### config.mk
export PLATFORM = sky130hd
export DESIGN_NAME = task_dispatch_scheduler_with_aging
export DESIGN_NICKNAME = d
export VERILOG_FILES = /design/src/rtl/core/tds_pkg.sv /design/src/rtl/core/tds_ram.sv /design/src/rtl/core/tds_pick.sv /design/src/rtl/core/task_dispatch_scheduler_with_aging.sv
export SDC_FILE = /design/constraint.sdc
export NUM_CORES = 1
export LEC_CHECK = 0
export CAP_MARGIN = 20
export CORE_UTILIZATION = 58
export CTS_CLUSTER_SIZE = 8
export DETAILED_ROUTE_END_ITERATION = 16
export DONT_BUFFER_PORTS = 1
export PLACE_DENSITY_LB_ADDON = 0.1
export SYNTH_ARGS = -nofsm -noshare
export SYNTH_HDL_FRONTEND = slang
export SYNTH_SLANG_ARGS = --single-unit
### constraint.sdc
create_clock -name clk_i -period 4.92 [get_ports clk_i]
set_clock_uncertainty 0.05 [all_clocks]
set_input_delay 1.23 -clock clk_i [delete_from_list [all_inputs] [get_ports clk_i]]
set_output_delay 1.23 -clock clk_i [all_outputs]
set_load 0.05 [all_outputs]
### src/rtl/core/tds_pkg.sv
// ----------------------------------------------------------------------------
// tds_pkg
// Shared types and constants of the task dispatch scheduler.
// ----------------------------------------------------------------------------
`default_nettype none

package tds_pkg;

  localparam int unsigned TASKS     = 16;
  localparam int unsigned IDX_W     = $clog2(TASKS);
  localparam int unsigned CNT_W     = $clog2(TASKS + 1);
  localparam int unsigned AGE_MUL   = 34953;
  localparam int unsigned AGE_SHIFT = 19;
  localparam int unsigned BONUS_W   = 13;

  typedef enum logic [1:0] {
    ST_READY = 2'd0,
    ST_RUN   = 2'd1,
    ST_SLEEP = 2'd2,
    ST_DONE  = 2'd3
  } status_e;

  localparam logic [1:0] OC_RAN = 2'd0;
  localparam logic [1:0] OC_IO  = 2'd1;
  localparam logic [1:0] OC_FIN = 2'd2;

  localparam logic [1:0] MODE_RR   = 2'd0;
  localparam logic [1:0] MODE_SJF  = 2'd1;
  localparam logic [1:0] MODE_SRTF = 2'd2;

  localparam logic CMD_ADMIT = 1'b0;
  localparam logic CMD_TICK  = 1'b1;

  localparam logic REG_POLICY  = 1'b0;
  localparam logic REG_QUANTUM = 1'b1;

  typedef struct packed {
    logic [15:0] wait_cnt;
    logic [3:0]  sleep;
    logic [7:0]  quantum;
    logic [7:0]  burst;
  } entry_t;

  typedef struct packed {
    logic               vld;
    logic [IDX_W-1:0]   idx;
    logic               rr_cand;
    logic               any_cand;
    logic               sj_cand;
    logic               q_zero;
    logic [7:0]         burst;
    logic [BONUS_W-1:0] bonus;
  } pick_in_t;

  typedef struct packed {
    logic             busy;
    logic             rr_found;
    logic [IDX_W-1:0] rr_idx;
    logic             any_found;
    logic [IDX_W-1:0] any_idx;
    logic             sj_found;
    logic [IDX_W-1:0] sj_idx;
    logic             refill;
  } pick_out_t;

endpackage

`default_nettype wire

### src/rtl/core/tds_ram.sv
// ----------------------------------------------------------------------------
// tds_ram
// Per-task entry store: one write port, one read port, registered read data.
// ----------------------------------------------------------------------------
`default_nettype none

module tds_ram (
  input  wire                      clk_i,
  input  wire                      we_i,
  input  wire [tds_pkg::IDX_W-1:0] waddr_i,
  input  tds_pkg::entry_t          wdata_i,
  input  wire [tds_pkg::IDX_W-1:0] raddr_i,
  output tds_pkg::entry_t          rdata_o
);
  import tds_pkg::*;

  entry_t mem [TASKS];
  entry_t rdata_q;

  always_ff @(posedge clk_i) begin
    if (we_i) begin
      mem[waddr_i] <= wdata_i;
    end
    rdata_q <= mem[raddr_i];
  end

  assign rdata_o = rdata_q;

endmodule

`default_nettype wire

### src/rtl/core/tds_pick.sv
// ----------------------------------------------------------------------------
// tds_pick
// Selection tracker: ages each swept entry's burst and keeps the round
// robin, any-task and shortest job candidates and the refill flag.
// ----------------------------------------------------------------------------
`default_nettype none

module tds_pick (
  input  wire                      clk_i,
  input  wire                      rst_ni,
  input  wire                      clear_i,
  input  wire [tds_pkg::IDX_W-1:0] rp_i,
  input  tds_pkg::pick_in_t        pick_i,
  output tds_pkg::pick_out_t       pick_o
);
  import tds_pkg::*;

  pick_in_t         st_q;
  logic             rr_hi_f_q, rr_lo_f_q, any_hi_f_q, any_lo_f_q, sj_f_q, refill_q;
  logic [IDX_W-1:0] rr_hi_q, rr_lo_q, any_hi_q, any_lo_q, sj_q;
  logic [7:0]       best_q;
  logic [7:0]       eff;
  logic             hi;
  logic [BONUS_W-1:0] burst_ext;
  logic [BONUS_W-1:0] diff;

  always_comb begin
    burst_ext = {{(BONUS_W-8){1'b0}}, st_q.burst};
    diff      = burst_ext - st_q.bonus;
    eff       = (burst_ext > st_q.bonus) ? diff[7:0] : 8'd0;
    hi        = st_q.idx >= rp_i;
  end

  always_ff @(posedge clk_i or negedge rst_ni) begin
    if (!rst_ni) begin
      st_q       <= '0;
      rr_hi_f_q  <= 1'b0;
      rr_lo_f_q  <= 1'b0;
      any_hi_f_q <= 1'b0;
      any_lo_f_q <= 1'b0;
      sj_f_q     <= 1'b0;
      refill_q   <= 1'b0;
      rr_hi_q    <= '0;
      rr_lo_q    <= '0;
      any_hi_q   <= '0;
      any_lo_q   <= '0;
      sj_q       <= '0;
      best_q     <= '0;
    end else if (clear_i) begin
      st_q       <= '0;
      rr_hi_f_q  <= 1'b0;
      rr_lo_f_q  <= 1'b0;
      any_hi_f_q <= 1'b0;
      any_lo_f_q <= 1'b0;
      sj_f_q     <= 1'b0;
      refill_q   <= 1'b0;
    end else begin
      st_q <= pick_i;
      if (st_q.vld) begin
        if (st_q.rr_cand && hi && !rr_hi_f_q) begin
          rr_hi_f_q <= 1'b1;
          rr_hi_q   <= st_q.idx;
        end
        if (st_q.rr_cand && !hi && !rr_lo_f_q) begin
          rr_lo_f_q <= 1'b1;
          rr_lo_q   <= st_q.idx;
        end
        if (st_q.any_cand && hi && !any_hi_f_q) begin
          any_hi_f_q <= 1'b1;
          any_hi_q   <= st_q.idx;
        end
        if (st_q.any_cand && !hi && !any_lo_f_q) begin
          any_lo_f_q <= 1'b1;
          any_lo_q   <= st_q.idx;
        end
        if (st_q.sj_cand && (!sj_f_q || eff < best_q)) begin
          sj_f_q <= 1'b1;
          sj_q   <= st_q.idx;
          best_q <= eff;
        end
        if (st_q.q_zero) begin
          refill_q <= 1'b1;
        end
      end
    end
  end

  always_comb begin
    pick_o.busy      = st_q.vld;
    pick_o.rr_found  = rr_hi_f_q | rr_lo_f_q;
    pick_o.rr_idx    = rr_hi_f_q ? rr_hi_q : rr_lo_q;
    pick_o.any_found = any_hi_f_q | any_lo_f_q;
    pick_o.any_idx   = any_hi_f_q ? any_hi_q : any_lo_q;
    pick_o.sj_found  = sj_f_q;
    pick_o.sj_idx    = sj_q;
    pick_o.refill    = refill_q;
  end

endmodule

`default_nettype wire

### src/rtl/core/task_dispatch_scheduler_with_aging.sv
// ----------------------------------------------------------------------------
// task_dispatch_scheduler_with_aging
// Per-tick dispatcher over sixteen task slots with round robin, shortest
// job and shortest remaining time policies and wait-based aging.
// ----------------------------------------------------------------------------
// The block handles one item at a time. An admit item passes through the
// admit and emit states before its result is offered. A tick item sweeps
// the per-task entry memory once to wake sleepers and rank candidates,
// and, when a task is dispatched or the round robin quanta are refilled,
// once more to age waiting tasks and charge the chosen one, one entry a
// cycle through the single read port; an idle tick skips the second sweep,
// and when the task dispatched last is still running, the outcome of that
// dispatch is read and written back before the first sweep. The next item
// can be accepted as soon as the result is offered; a result that is still
// waiting holds the block before it offers the next one. Task status lies
// in flip-flops and comes out of reset with every slot marked done.
`default_nettype none

module task_dispatch_scheduler_with_aging (
  input  wire        clk_i,
  input  wire        rst_ni,
  input  wire        s_axis_tvalid,
  output logic       s_axis_tready,
  // task_slot[3:0], initial_burst[11:4], last_outcome[13:12],
  // sleep_ticks[17:14], refill_burst[25:18]
  input  wire [31:0] s_axis_tdata,
  // cmd
  input  wire        s_axis_tuser,
  output logic       m_axis_tvalid,
  input  wire        m_axis_tready,
  // run_slot[3:0], all_finished[4]
  output logic [7:0] m_axis_tdata,
  // dispatched
  output logic       m_axis_tuser,
  input  wire        psel,
  input  wire        penable,
  input  wire        pwrite,
  input  wire [2:0]  paddr,
  input  wire [31:0] pwdata,
  output logic [31:0] prdata,
  output logic       pready
);
  import tds_pkg::*;

  typedef enum logic [2:0] {
    S_IDLE, S_ADMIT, S_OC_RD, S_OC_WR, S_WAKE, S_DISP, S_EMIT
  } state_e;

  state_e           state_q;
  logic [1:0]       policy_q;
  logic [7:0]       quantum_q;
  logic [3:0]       slot_q;
  logic [7:0]       init_q;
  logic [1:0]       oc_q;
  logic [3:0]       sleep_q;
  logic [7:0]       refill_b_q;
  status_e          status_q [TASKS];
  logic [IDX_W-1:0] rp_q, last_q, rd_idx_q, sel_q;
  logic             lv_q, rd_v_q, sel_v_q, refill_q;
  logic [CNT_W-1:0] cnt_q;
  logic             m_valid_q, m_disp_q, m_fin_q;
  logic [3:0]       m_slot_q;

  logic             rr, every_done, sweep_done, wake_end, keep;
  logic [7:0]       qv;
  logic [IDX_W+3:0] slot_ext, sel_ext;
  logic             slot_ok;
  logic [IDX_W-1:0] slot_idx, cnt_idx;
  logic             mem_we;
  logic [IDX_W-1:0] mem_waddr, mem_raddr;
  entry_t           mem_wdata, rdata, wake_e, disp_e;
  status_e          ws, new_st, ds;
  logic [31:0]      prod;
  pick_in_t         pk_in;
  pick_out_t        pk_out;
  logic             nsel_v, nrefill;
  logic [IDX_W-1:0] nsel;
  logic [TASKS-1:0] run_vec;

  assign rr       = !(policy_q == MODE_SJF || policy_q == MODE_SRTF);
  assign qv       = (quantum_q == 8'd0) ? 8'd1 : quantum_q;
  assign slot_ext = {{IDX_W{1'b0}}, slot_q};
  assign slot_ok  = slot_ext < (IDX_W+4)'(TASKS);
  assign slot_idx = slot_ext[IDX_W-1:0];
  assign cnt_idx  = cnt_q[IDX_W-1:0];
  assign sel_ext  = {4'b0, sel_q};
  assign sweep_done = (cnt_q == CNT_W'(TASKS)) && !rd_v_q;
  assign wake_end = sweep_done && !pk_out.busy;
  assign keep     = (policy_q == MODE_SJF) && lv_q && (status_q[last_q] == ST_RUN);

  always_comb begin
    every_done = 1'b1;
    for (int i = 0; i < TASKS; i++) begin
      run_vec[i] = status_q[i] == ST_RUN;
      if (status_q[i] != ST_DONE) begin
        every_done = 1'b0;
      end
    end
  end

  always_comb begin
    ws     = status_q[rd_idx_q];
    wake_e = rdata;
    new_st = ws;
    if (ws == ST_SLEEP) begin
      wake_e.sleep = (rdata.sleep != 4'd0) ? rdata.sleep - 4'd1 : 4'd0;
      if (wake_e.sleep == 4'd0) begin
        new_st = ST_READY;
        if (rr) begin
          wake_e.quantum = qv;
        end else begin
          wake_e.burst = refill_b_q;
        end
      end
    end
    prod           = {16'd0, wake_e.wait_cnt} * 32'(AGE_MUL);
    pk_in.vld      = (state_q == S_WAKE) && rd_v_q;
    pk_in.idx      = rd_idx_q;
    pk_in.any_cand = (new_st == ST_READY) || (new_st == ST_RUN);
    pk_in.rr_cand  = pk_in.any_cand && (wake_e.quantum != 8'd0);
    pk_in.sj_cand  = (new_st == ST_READY) ||
                     ((policy_q == MODE_SRTF) && (new_st == ST_RUN));
    pk_in.q_zero   = (new_st != ST_DONE) && (wake_e.quantum == 8'd0);
    pk_in.burst    = wake_e.burst;
    pk_in.bonus    = prod[AGE_SHIFT+BONUS_W-1:AGE_SHIFT];
  end

  always_comb begin
    ds     = status_q[rd_idx_q];
    disp_e = rdata;
    if (refill_q && ds != ST_DONE) begin
      disp_e.quantum = qv;
    end
    if (sel_v_q && rd_idx_q == sel_q) begin
      if (rr) begin
        disp_e.quantum = (disp_e.quantum != 8'd0) ? disp_e.quantum - 8'd1 : 8'd0;
      end else begin
        disp_e.burst = (disp_e.burst != 8'd0) ? disp_e.burst - 8'd1 : 8'd0;
      end
    end else if (ds == ST_READY && disp_e.wait_cnt != 16'hFFFF) begin
      disp_e.wait_cnt = disp_e.wait_cnt + 16'd1;
    end
  end

  always_comb begin
    nsel_v  = 1'b0;
    nsel    = pk_out.sj_idx;
    nrefill = 1'b0;
    if (rr) begin
      if (pk_out.rr_found) begin
        nsel_v = 1'b1;
        nsel   = pk_out.rr_idx;
      end else if (pk_out.refill) begin
        nrefill = 1'b1;
        nsel_v  = pk_out.any_found;
        nsel    = pk_out.any_idx;
      end
    end else if (keep) begin
      nsel_v = 1'b1;
      nsel   = last_q;
    end else begin
      nsel_v = pk_out.sj_found;
    end
  end

  always_comb begin
    mem_we    = 1'b0;
    mem_waddr = rd_idx_q;
    mem_wdata = rdata;
    mem_raddr = cnt_idx;
    unique case (state_q)
      S_ADMIT: begin
        mem_we    = slot_ok;
        mem_waddr = slot_idx;
        mem_wdata = '{wait_cnt: 16'd0, sleep: 4'd0, quantum: qv, burst: init_q};
      end
      S_OC_RD: begin
        mem_raddr = last_q;
      end
      S_OC_WR: begin
        mem_we    = 1'b1;
        mem_waddr = last_q;
        if (oc_q == OC_IO) begin
          mem_wdata.sleep = sleep_q;
        end
      end
      S_WAKE: begin
        mem_we    = rd_v_q;
        mem_wdata = wake_e;
      end
      S_DISP: begin
        mem_we    = rd_v_q;
        mem_wdata = disp_e;
      end
      default: begin
      end
    endcase
  end

  tds_ram u_ram (
    .clk_i   (clk_i),
    .we_i    (mem_we),
    .waddr_i (mem_waddr),
    .wdata_i (mem_wdata),
    .raddr_i (mem_raddr),
    .rdata_o (rdata)
  );

  tds_pick u_pick (
    .clk_i   (clk_i),
    .rst_ni  (rst_ni),
    .clear_i (state_q != S_WAKE),
    .rp_i    (rp_q),
    .pick_i  (pk_in),
    .pick_o  (pk_out)
  );

  always_ff @(posedge clk_i or negedge rst_ni) begin
    if (!rst_ni) begin
      policy_q  <= MODE_RR;
      quantum_q <= 8'd3;
    end else if (psel && penable && pwrite) begin
      if (paddr[2] == REG_QUANTUM) begin
        quantum_q <= pwdata[7:0];
      end else begin
        policy_q <= pwdata[1:0];
      end
    end
  end

  assign prdata = (paddr[2] == REG_POLICY) ? {30'd0, policy_q} : {24'd0, quantum_q};
  assign pready = 1'b1;

  always_ff @(posedge clk_i or negedge rst_ni) begin
    if (!rst_ni) begin
      state_q    <= S_IDLE;
      for (int i = 0; i < TASKS; i++) begin
        status_q[i] <= ST_DONE;
      end
      rp_q       <= '0;
      last_q     <= '0;
      lv_q       <= 1'b0;
      rd_v_q     <= 1'b0;
      rd_idx_q   <= '0;
      cnt_q      <= '0;
      sel_v_q    <= 1'b0;
      sel_q      <= '0;
      refill_q   <= 1'b0;
      m_valid_q  <= 1'b0;
      m_disp_q   <= 1'b0;
      m_slot_q   <= '0;
      m_fin_q    <= 1'b0;
      slot_q     <= '0;
      init_q     <= '0;
      oc_q       <= '0;
      sleep_q    <= '0;
      refill_b_q <= '0;
    end else begin
      if (m_valid_q && m_axis_tready && state_q != S_EMIT) begin
        m_valid_q <= 1'b0;
      end
      unique case (state_q)
        S_IDLE: begin
          if (s_axis_tvalid) begin
            slot_q     <= s_axis_tdata[3:0];
            init_q     <= s_axis_tdata[11:4];
            oc_q       <= s_axis_tdata[13:12];
            sleep_q    <= s_axis_tdata[17:14];
            refill_b_q <= s_axis_tdata[25:18];
            cnt_q      <= '0;
            rd_v_q     <= 1'b0;
            if (s_axis_tuser == CMD_ADMIT) begin
              state_q <= S_ADMIT;
            end else if (lv_q && status_q[last_q] == ST_RUN) begin
              state_q <= S_OC_RD;
            end else begin
              state_q <= S_WAKE;
            end
          end
        end
        S_ADMIT: begin
          if (slot_ok) begin
            status_q[slot_idx] <= ST_READY;
            if (lv_q && last_q == slot_idx) begin
              lv_q <= 1'b0;
            end
          end
          sel_v_q <= 1'b0;
          state_q <= S_EMIT;
        end
        S_OC_RD: begin
          state_q <= S_OC_WR;
        end
        S_OC_WR: begin
          if (oc_q == OC_FIN) begin
            status_q[last_q] <= ST_DONE;
            lv_q             <= 1'b0;
          end else if (oc_q == OC_IO) begin
            status_q[last_q] <= ST_SLEEP;
            lv_q             <= 1'b0;
          end else if (rr && rdata.quantum == 8'd0) begin
            status_q[last_q] <= ST_READY;
            rp_q <= (last_q == IDX_W'(TASKS - 1)) ? '0 : last_q + 1'b1;
          end
          state_q <= S_WAKE;
        end
        S_WAKE: begin
          if (cnt_q != CNT_W'(TASKS)) begin
            cnt_q    <= cnt_q + 1'b1;
            rd_v_q   <= 1'b1;
            rd_idx_q <= cnt_idx;
          end else begin
            rd_v_q <= 1'b0;
          end
          if (rd_v_q && ws == ST_SLEEP) begin
            status_q[rd_idx_q] <= new_st;
          end
          if (wake_end) begin
            sel_v_q  <= nsel_v;
            sel_q    <= nsel;
            refill_q <= nrefill;
            cnt_q    <= '0;
            if (nsel_v) begin
              for (int i = 0; i < TASKS; i++) begin
                if (IDX_W'(i) == nsel) begin
                  status_q[i] <= ST_RUN;
                end else if (status_q[i] == ST_RUN) begin
                  status_q[i] <= ST_READY;
                end
              end
              if (rr) begin
                rp_q <= nsel;
              end
              last_q <= nsel;
              lv_q   <= 1'b1;
            end else begin
              lv_q <= 1'b0;
            end
            state_q <= (nsel_v || nrefill) ? S_DISP : S_EMIT;
          end
        end
        S_DISP: begin
          if (cnt_q != CNT_W'(TASKS)) begin
            cnt_q    <= cnt_q + 1'b1;
            rd_v_q   <= 1'b1;
            rd_idx_q <= cnt_idx;
          end else begin
            rd_v_q <= 1'b0;
          end
          if (sweep_done) begin
            state_q <= S_EMIT;
          end
        end
        S_EMIT: begin
          if (!m_valid_q || m_axis_tready) begin
            m_valid_q <= 1'b1;
            m_disp_q  <= sel_v_q;
            m_slot_q  <= sel_v_q ? sel_ext[3:0] : 4'd0;
            m_fin_q   <= every_done;
            state_q   <= S_IDLE;
          end
        end
        default: begin
          state_q <= S_IDLE;
        end
      endcase
    end
  end

  assign s_axis_tready = state_q == S_IDLE;
  assign m_axis_tvalid = m_valid_q;
  assign m_axis_tdata  = {3'd0, m_fin_q, m_slot_q};
  assign m_axis_tuser  = m_disp_q;

`ifndef SYNTHESIS
  a_one_running: assert property (@(posedge clk_i) disable iff (!rst_ni)
    $countones(run_vec) <= 1)
    else $error("more than one task is running");

  a_disp_matches: assert property (@(posedge clk_i) disable iff (!rst_ni)
    (state_q == S_IDLE && m_valid_q && m_disp_q) |-> (lv_q && status_q[last_q] == ST_RUN))
    else $error("dispatched result does not match the running task");

  a_no_idle_write: assert property (@(posedge clk_i) disable iff (!rst_ni)
    (state_q == S_IDLE || state_q == S_EMIT) |-> !mem_we)
    else $error("entry memory written outside an item");
`endif

endmodule

`default_nettype wire
Yosys cells after proc, flatten, opt, wreduce, memory -nomap -nowiden
Memories as Yosys holds them, arrays and structs flattened. A register that Yosys moved wholly into a read port is not among the register bits.
Cells that the tools add are included.
Word-level totals
  word-level logic and storage cells: 435
  RAM bits: 576
  output and inout port bits: 44
  memories kept: 1
  register bits: 167
Cells by class
  multiplexer cells: 164
  eq/ne operators: 83
  $lt $le $gt $ge: 10
  add/subtract/negate cells: 7
  multipliers: 1
  bitwise operators: 15
  reductions and logical operators: 97
Memory list
  u_ram.mem: words 16, bits a word 36, read ports 1, clocked after memory_dff 1, wr ports 1, RTL line tds_ram.sv:17  | entry_t mem [TASKS];
Operators with widths (count)
  $mux 32: 7
  $pmux 32 s3: 1
  $mux 2: 42
  $mux 8: 10
  $mux 4: 17
  $and 32x32->32: 2
  $mux 16: 4
  $not 32->32: 2
  $ne 2x2->1 const B: 29
  $mux 1: 55
  $pmux 16 s3: 1
  $eq 2x1->1 const B: 20
  $bwmux 32: 1
  $eq 4x4->1 const A: 8
  $mul 16x16->32 const B: 1
  $or 32x32->32: 1
  $pmux 16 s2: 1
  $logic_and 1x1->1: 31
  $mux 30: 1
  $reduce_and 2->1: 15
  $demux 2 s4: 3
  $logic_not 8->1: 3
  $reduce_bool 8->1: 3
  $pmux 3 s7: 1
  other kinds (54): 118

Logic depth before layout (Yosys ltp)
Gate-level depths: netlist of the first run.
  depth in word-level cells: 17
  mapped depth: 20

Cells and area by module
From an unflattened synthesis of the first run, not the netlist that was laid out.
Unflattened totals
  cell total of the unflattened synthesis: 2528
  area total of the unflattened synthesis: 36458.7 um^2
By module, submodules not included
  tds_ram: area each 22318.9 um^2, times used 1, cells each 938, seq. area each 18017.3 um^2
  task_dispatch_scheduler_with_aging: area each 11044.3 um^2, times used 1, cells each 1319, seq. area each 2620.0 um^2
  tds_pick: area each 3095.5 um^2, times used 1, cells each 271, seq. area each 1601.5 um^2

Worst setup path before layout of the first run
Ideal clock, no wire load.
  path type: register to register
  start point: reg u_ram.rdata_o[27] (netlist name)
  end point: reg u_pick.st_q[11] (netlist name)
  cell stages (with the launch flop): 17
  required time: 4784 ps
  path slack: 240 ps
  arrival: 4544 ps
  path through: dfxtp_1 > ha_1 > fa_1 > inv_1 > fa_1 > inv_1 > ha_1 > ha_1 > ha_1 > and3_1 > and2_1 > a221o_1 > a211o_1 > a41o_1 > a2111o_1 > o21ba_2 > nor3_1
On the way
  longest elaborated chain between the ends: 2
Ends and longest elaborated chain
  $mul 16x16->32: RTL line task_dispatch_scheduler_with_aging.sv:116  | prod = {16'd0, wake_e.wait_cnt} * 32'(AGE_MUL);
  $mux 30: RTL line tds_pick.sv:49  | end else if (clear_i) begin
  to (signal assigned): RTL line tds_pick.sv:58  | st_q <= pick_i;
  to (decl): RTL line tds_pick.sv:18  | pick_in_t st_q;
No other way between the ends.
A chain may end at the register's enable or synchronous reset.

Final worst setup path of the first run
  start point: reg u_ram.rdata_o[26] (netlist name)
  end point: reg u_pick.st_q[11] (netlist name)
On the way
  longest elaborated chain between the ends: 2
Ends and longest elaborated chain (RTL line)
  $mul 16x16->32: task_dispatch_scheduler_with_aging.sv:116
  $mux 30: tds_pick.sv:49
No other way between the ends.

==> results of run 1 <==
## layout by cell type, fill, tap and decap left out, types with 14 or more instances in the layout
cell type    n
a211oi_1    44
a21o_1      28
a21oi_1     68
a31oi_1     46
and2_1      60
buf_4      101
clkbuf_1    74
clkbuf_16  108
conb_1      28
dfrtp_1    133
dfstp_2     34
dfxtp_1     33
edfxtp_1   576
fa_1        20
ha_1       124
inv_1      102
mux2_2      73
mux2i_1     29
mux4_2     150
nand2_1    224
nand2b_1    17
nand3_1     66
nand4_1     27
nor2_1     102
nor2_4      17
nor2b_1     30
nor3_1      41
o211ai_1    22
o21a_1      17
o21ai_0     79
o221ai_1    14
xnor2_1     20
xor2_1      25
## per-stage QoR
| step | util (%) | TNS (ps) |
|---|---|---|
| final | 66.8 | 0 |
| after global routing | 66.8 | -1.30 |
| after CTS | 66.7 | 0 |
| after detailed placement | 61.6 | -1.07 |
| after global placement | 61.6 | 0 |
| after floorplan | - | 0 |
## critical path, stage by stage, from the launching register on
cell and delay, ps:
dfxtp_4 360, ha_1 270, inv_1 50, fa_1 500
inv_1 50, ha_1 290, ha_1 320, ha_1 310
ha_1 370, and3_1 210, and2_1 160, a221o_1 320
a211o_1 280, a41o_1 270, a2111o_1 460, o21ba_2 210
nor3_1 160
## area by class of cell
type | count | area [sq um]
sequential | 779 | 22200
fill | 4322 | 20600
multi-input combinational | 1571 | 13600
clock buffer | 182 | 2980
tap | 837 | 1050
timing repair buffer | 115 | 1030
inverter | 102 | 383
clock inverter | 7 | 165
## layer usage
| metal | up-vias | track usage, % | share of wire (%) |
|---|---|---|---|
| li1 | 10068 | - | - |
| met1 | 11750 | 42.4 | 43 |
| met2 | 947 | 46.5 | 48 |
| met3 | 152 | 4.81 | 6.9 |
| met4 | 4 | 8.33 | 2.3 |
| met5 | - | 0 | 0.029 |
## flip-flops by register name, summed over array words and instances (netlist names), 21 cells and up
| register | count |
|---|---|
| u_ram.rdata_o | 36 |
| status_q | 32 |
| u_ram.mem | 576 |
| u_pick.st_q | 21 |
## path summary, 6_finish.rpt
check                                          start                         to  slack (ps)  depth (start not counted)
setup / recovery           u_ram.rdata_o[26]$_DFF_P_  u_pick.st_q[11]$_DFF_PN0_         170                         16
hold / removal                                rst_ni   quantum_q[7]$_DFFE_PN0P_         210                          0
setup reg to reg           u_ram.rdata_o[26]$_DFF_P_  u_pick.st_q[11]$_DFF_PN0_         170                         16
hold reg to reg                  rp_q[1]$_DFFE_PN0P_        rp_q[1]$_DFFE_PN0P_         440                          2
max in group asynchronous                     rst_ni   status_q[11]$_DFFE_PN1P_        4240                          0
min in group clk_i               rp_q[1]$_DFFE_PN0P_        rp_q[1]$_DFFE_PN0P_         440                          2
## kinds of logic (layout without fill, tap and decap cells)
| kind of cell | Yosys count | in the layout |
|---|---|---|
| DFF | 779 | 779 |
| xor gates and xnor gates | 45 | 45 |
| and+or+nand+nor | 654 | 654 |
| muxes | 259 | 259 |
| other | 2 | 28 |
| buffers and inverters | 267 | 406 |
| adders and majority gates | 150 | 150 |
| AOI/OAI and AO/OA | 435 | 435 |
## power breakdown
group / switching, mW / total [mW] / leakage, nW / internal [mW]
combinational: 9.59 / 16.5 / 6.33 / 6.89
sequential: 0.860 / 10.4 / 7.61 / 9.50
clock: 2.76 / 6.85 / 1.49 / 4.09
total: 13.2 / 33.7 / 15.4 / 20.5
## repair_timing
item / 4_1_cts / 5_1_grt
setup endpoints to repair: 1 / 3
pin swaps: 0 / 4
setup buffers: 0 / 2
resized for setup: 1 / 9
hold buffers: 0 / 0
==> impl_metrics.json, run 1 <==
{
  "layout.nets": 2901,
  "synth_top_family_by_area": "multiplexers",
  "end_kind": "flop",
  "synth-seq-cells": 779,
  "antenna_found_initial": 4,
  "fin_area_sq_mm": 0.0415,
  "dr.pass1.iters": 6,
  "drc": 0,
  "dpl.hpwl_microns": 59600,
  "syn_to_final_growth_pct": 13.1,
  "dr_total_vias": 22921,
  "fp-row-count": 91,
  "clk_pin_slew_ps": 50,
  "yosysMostFrequentCell": "edfxtp_1",
  "cp-start-kind": "flop",
  "whs_ps": 214,
  "ys_seq_area_share_pct": 60.6,
  "core_sq_mm": 0.0621,
  "fp.dieW_microns": 254,
  "htree_levels": 3,
  "synth_compound_area_share_pct": 8.24,
  "synthXorXnorAreaFrac_pct": 1.07,
  "synth_adder_area_share_pct": 5.52,
  "setup_ws_ps": 172,
  "dp_cells": 3401,
  "muxShareOfSynthArea_pct": 12.7,
  "fmax_ghz": 0.211,
  "cp_max_fo": 7,
  "fp.dieArea_sq_mm": 0.0643,
  "gr-total-overflow": 0,
  "crit_type": "reg -> reg",
  "cts_tree": "done",
  "place_ws_ps": -1.07,
  "cts_sinks": 779,
  "n_antenna_cell": 0,
  "track_usage_pct": 29.4,
  "portBuffers": 0,
  "synth_edf_count": 576,
  "cts_buffers": 107,
  "hold_viol_final": 0,
  "drt_wl_total_microns": 92500,
  "synth_top_area_share_pct": 47.1,
  "grt_pass1_vias": 22590,
  "finalCritPeriodShare_pct": 96.5,
  "yosys.area_share.simple_pct": 8.68,
  "worstHoldPathType": "in -> async",
  "synth.largest_area_cell": "edfxtp_1",
  "leakagePower_nw": 15.4,
  "ant_nets": 0,
  "drv_slew": 0,
  "synth_common_cells": "edfxtp_1, nand2_1, mux4_2",
  "finalSetupViolations": 0,
  "ys.flop_type": "edfxtp_1",
  "maxSlewHeadroom_pct": 24.0,
  "grt_max_degree": 168,
  "syn_inst": 2591,
  "die_h_microns": 254,
  "yosysWarnings": 0,
  "status": "completed",
  "syn_area_sq_mm": 0.0367,
  "start_util_pct": 59.1,
  "cp_data_arrival_time_ps": 5280,
  "min_period_ps": 4750,
  "tightest_slew_ps": 1130,
  "powerDensity_mw_per_mm2": 812,
  "post_drt_wl_per_cell_microns": 25.8,
  "gp_congestion": 0.967,
  "layout.cells.non_filler": 3593,
  "drive_gt1_share_pct": 19.7,
  "ir_drop_uv": 830,
  "synth.area.top_cells": "edfxtp_1, mux4_2, dfrtp_1",
  "crit_required_ps": 5450,
  "syn_area_per_cell_sq_um": 14.2,
  "maxCapViolCount": 0,
  "grt_pass1_wl_microns": 140000,
  "vias_per_cell": 6.38,
  "dpl_cell_area_sq_mm": 0.0382,
  "power_mw": 33.7,
  "dr.first_iter.drc_count": 2481,
  "cts.path.max_buffers": 3,
  "cts_root_buffer": "clkbuf_16",
  "io_pins": 119,
  "async_reset_ff_share_pct": 21.4,
  "worstSkewPairLatency_ps": 670,
  "synth.distinct_cells": 89
}
Note: power is estimated with default switching activity, not from simulation.
==> run 2, diff against run 1 <==
--- a/config.mk
+++ b/config.mk
@@ -6,7 +6,7 @@
 export NUM_CORES = 1
 export LEC_CHECK = 0
 export CAP_MARGIN = 20
-export CORE_UTILIZATION = 58
+export CORE_UTILIZATION = 57
 export CTS_CLUSTER_SIZE = 8
 export DETAILED_ROUTE_END_ITERATION = 16
 export DONT_BUFFER_PORTS = 1
==> run 2 against run 1 <==
  * Fmax fell by 0.10%
  * Clock power down 0.7%
  * Via count shrank 0.37%
  * Die area increased by 1.7%
  * Register-to-register slack about the same
==> impl_metrics.json, run 2 (synthesis results as in run 1) <==
{
  "gr-total-overflow": 0,
  "whs_ps": 225,
  "cp_data_arrival_time_ps": 5210,
  "cts_buffers": 107,
  "holdBufCountCts": 0,
  "worstHoldPathType": "in -> async",
  "io_pins": 119,
  "dr.first_iter.drc_count": 2140,
  "drc": 0,
  "clk_pin_slew_ps": 50,
  "cts_tree": "done",
  "postLayoutCoreUtil_pct": 65.2,
  "final_common_cell": "edfxtp_1",
  "layout_common_cells": "edfxtp_1, nand2_1, mux4_2, dfrtp_1, ha_1",
  "finalCritPeriodShare_pct": 96.6,
  "maxCapViolCount": 0,
  "fp-row-count": 92,
  "layout.nets": 2886,
  "htree_levels": 3,
  "tns_ps": 0,
  "ant_nets": 0,
  "top_register": "u_ram.mem",
  "powerDensity_mw_per_mm2": 800,
  "cts.path.max_buffers": 3,
  "dr.pass1.iters": 5,
  "portBuffers": 0,
  "fp.dieArea_sq_mm": 0.0654,
  "worstSkewPairLatency_ps": 670,
  "largest_reg_flops": 576,
  "drv_slew": 0,
  "grt_pass1_vias": 22742,
  "place_ws_ps": 60.2,
  "cts_sinks": 779,
  "gp_congestion": 0.932,
  "crit_type": "reg -> reg",
  "setup_ws_ps": 167,
  "dr_total_vias": 22836,
  "track_usage_pct": 28.1,
  "grt_max_degree": 168,
  "status": "completed",
  "end_kind": "flop",
  "drive_gt1_share_pct": 19.2,
  "tightest_slew_ps": 1130,
  "drt_wl_total_microns": 91300,
  "ir_drop_uv": 919,
  "die_h_microns": 256,
  "grt_pass1_wl_microns": 140000,
  "syn_to_final_growth_pct": 12.5,
  "post_drt_wl_per_cell_microns": 25.5,
  "fmax_ghz": 0.210,
  "cp-start-kind": "flop",
  "r2r_cells": 16,
  "cp_max_fo": 4,
  "antenna_found_initial": 4,
  "core_sq_mm": 0.0633,
  "cts_root_buffer": "clkbuf_16",
  "dpl.hpwl_microns": 56600,
  "min_period_ps": 4750,
  "layout.cells.non_filler": 3582,
  "hold_viol_final": 0,
  "fp.dieW_microns": 256,
  "start_util_pct": 58.0,
  "dp_cells": 3392,
  "leakagePower_nw": 15.3,
  "finalSetupViolations": 0,
  "crit_required_ps": 5380,
  "maxSlewHeadroom_pct": 24.5,
  "vias_per_cell": 6.38
}
run 2: cell count changes in the layout (fill, tap and decap cells not counted), moves of 2 or more:
cell      change
clkbuf_1      -7
ha_4          -3
buf_12        -7
ha_1          +2
buf_4        -10
dfxtp_1       +2
run 2: cell type report:
| class | count | area [sq um] |
|---|---|---|
| Clock inverter | 7 | 160 |
| Timing Repair Buffer | 100 | 843 |
| Tap cell | 846 | 1060 |
| Fill cell | 4519 | 22000 |
| Inverter | 102 | 383 |
| Antenna cell | 1 | 2.50 |
| Sequential cell | 779 | 22200 |
| Multi-Input combinational cell | 1571 | 13600 |
| Clock buffer | 176 | 2970 |
run 2: path summary, 6_finish.rpt:
path,startpoint,end,slack (ps)
max reg2reg,u_ram.rdata_o[23]$_DFF_P_,u_pick.st_q[11]$_DFF_PN0_,170
min reg2reg,rp_q[2]$_DFFE_PN0P_,rp_q[2]$_DFFE_PN0P_,440
max in group asynchronous,rst_ni,u_pick.best_q[5]$_DFFE_PN0P_,4350
min,rst_ni,quantum_q[6]$_DFFE_PN0P_,220
min in group clk_i,rp_q[2]$_DFFE_PN0P_,rp_q[2]$_DFFE_PN0P_,440
max,u_ram.rdata_o[23]$_DFF_P_,u_pick.st_q[11]$_DFF_PN0_,170
run 2: stage by stage:
stage | instance area (sq um) | power, mW
after floorplan | 36800 | 21.0
after global placement | 38000 | 25.3
after detailed placement | 38000 | 25.6
after CTS | 41100 | 32.6
after global routing | 41300 | 35.3
final | 41300 | 33.0
run 2: per-layer routing:
layer  up-vias  GRT usage, %  wire length, microns
met1     11693          40.5                 39400
met2       941          44.0                 42600
met4         6          7.78                  2300
met3       176          5.57                  6920
met5         -             0                    40
li1      10020             -                     -
run 2: power by group:
group | switching, mW | leakage, nW | total [mW] | internal [mW]
sequential | 0.820 | 7.61 | 10.3 | 9.50
combinational | 9.36 | 6.25 | 15.9 | 6.50
clock | 2.72 | 1.48 | 6.80 | 4.08
total | 12.9 | 15.3 | 33.0 | 20.1
run 2: critical path: stages (launching register included):
cell and delay (ps):
dfxtp_1 310, ha_1 330, fa_1 520, inv_1 60, fa_1 490, inv_1 40, ha_1 180, ha_1 280
ha_1 350, and3_4 210, and2_1 150, a221o_1 310, a211o_1 270, a41o_1 240, a2111o_1 470, a211oi_1 260
nor3_1 70
run 2: what timing repair did:
action                                  in CTS  in global routing
endpoints found under the setup margin       0                  3
setup buffers                                0                  3
endpoints found under the hold margin        0                  0
resized for setup                            0                  7
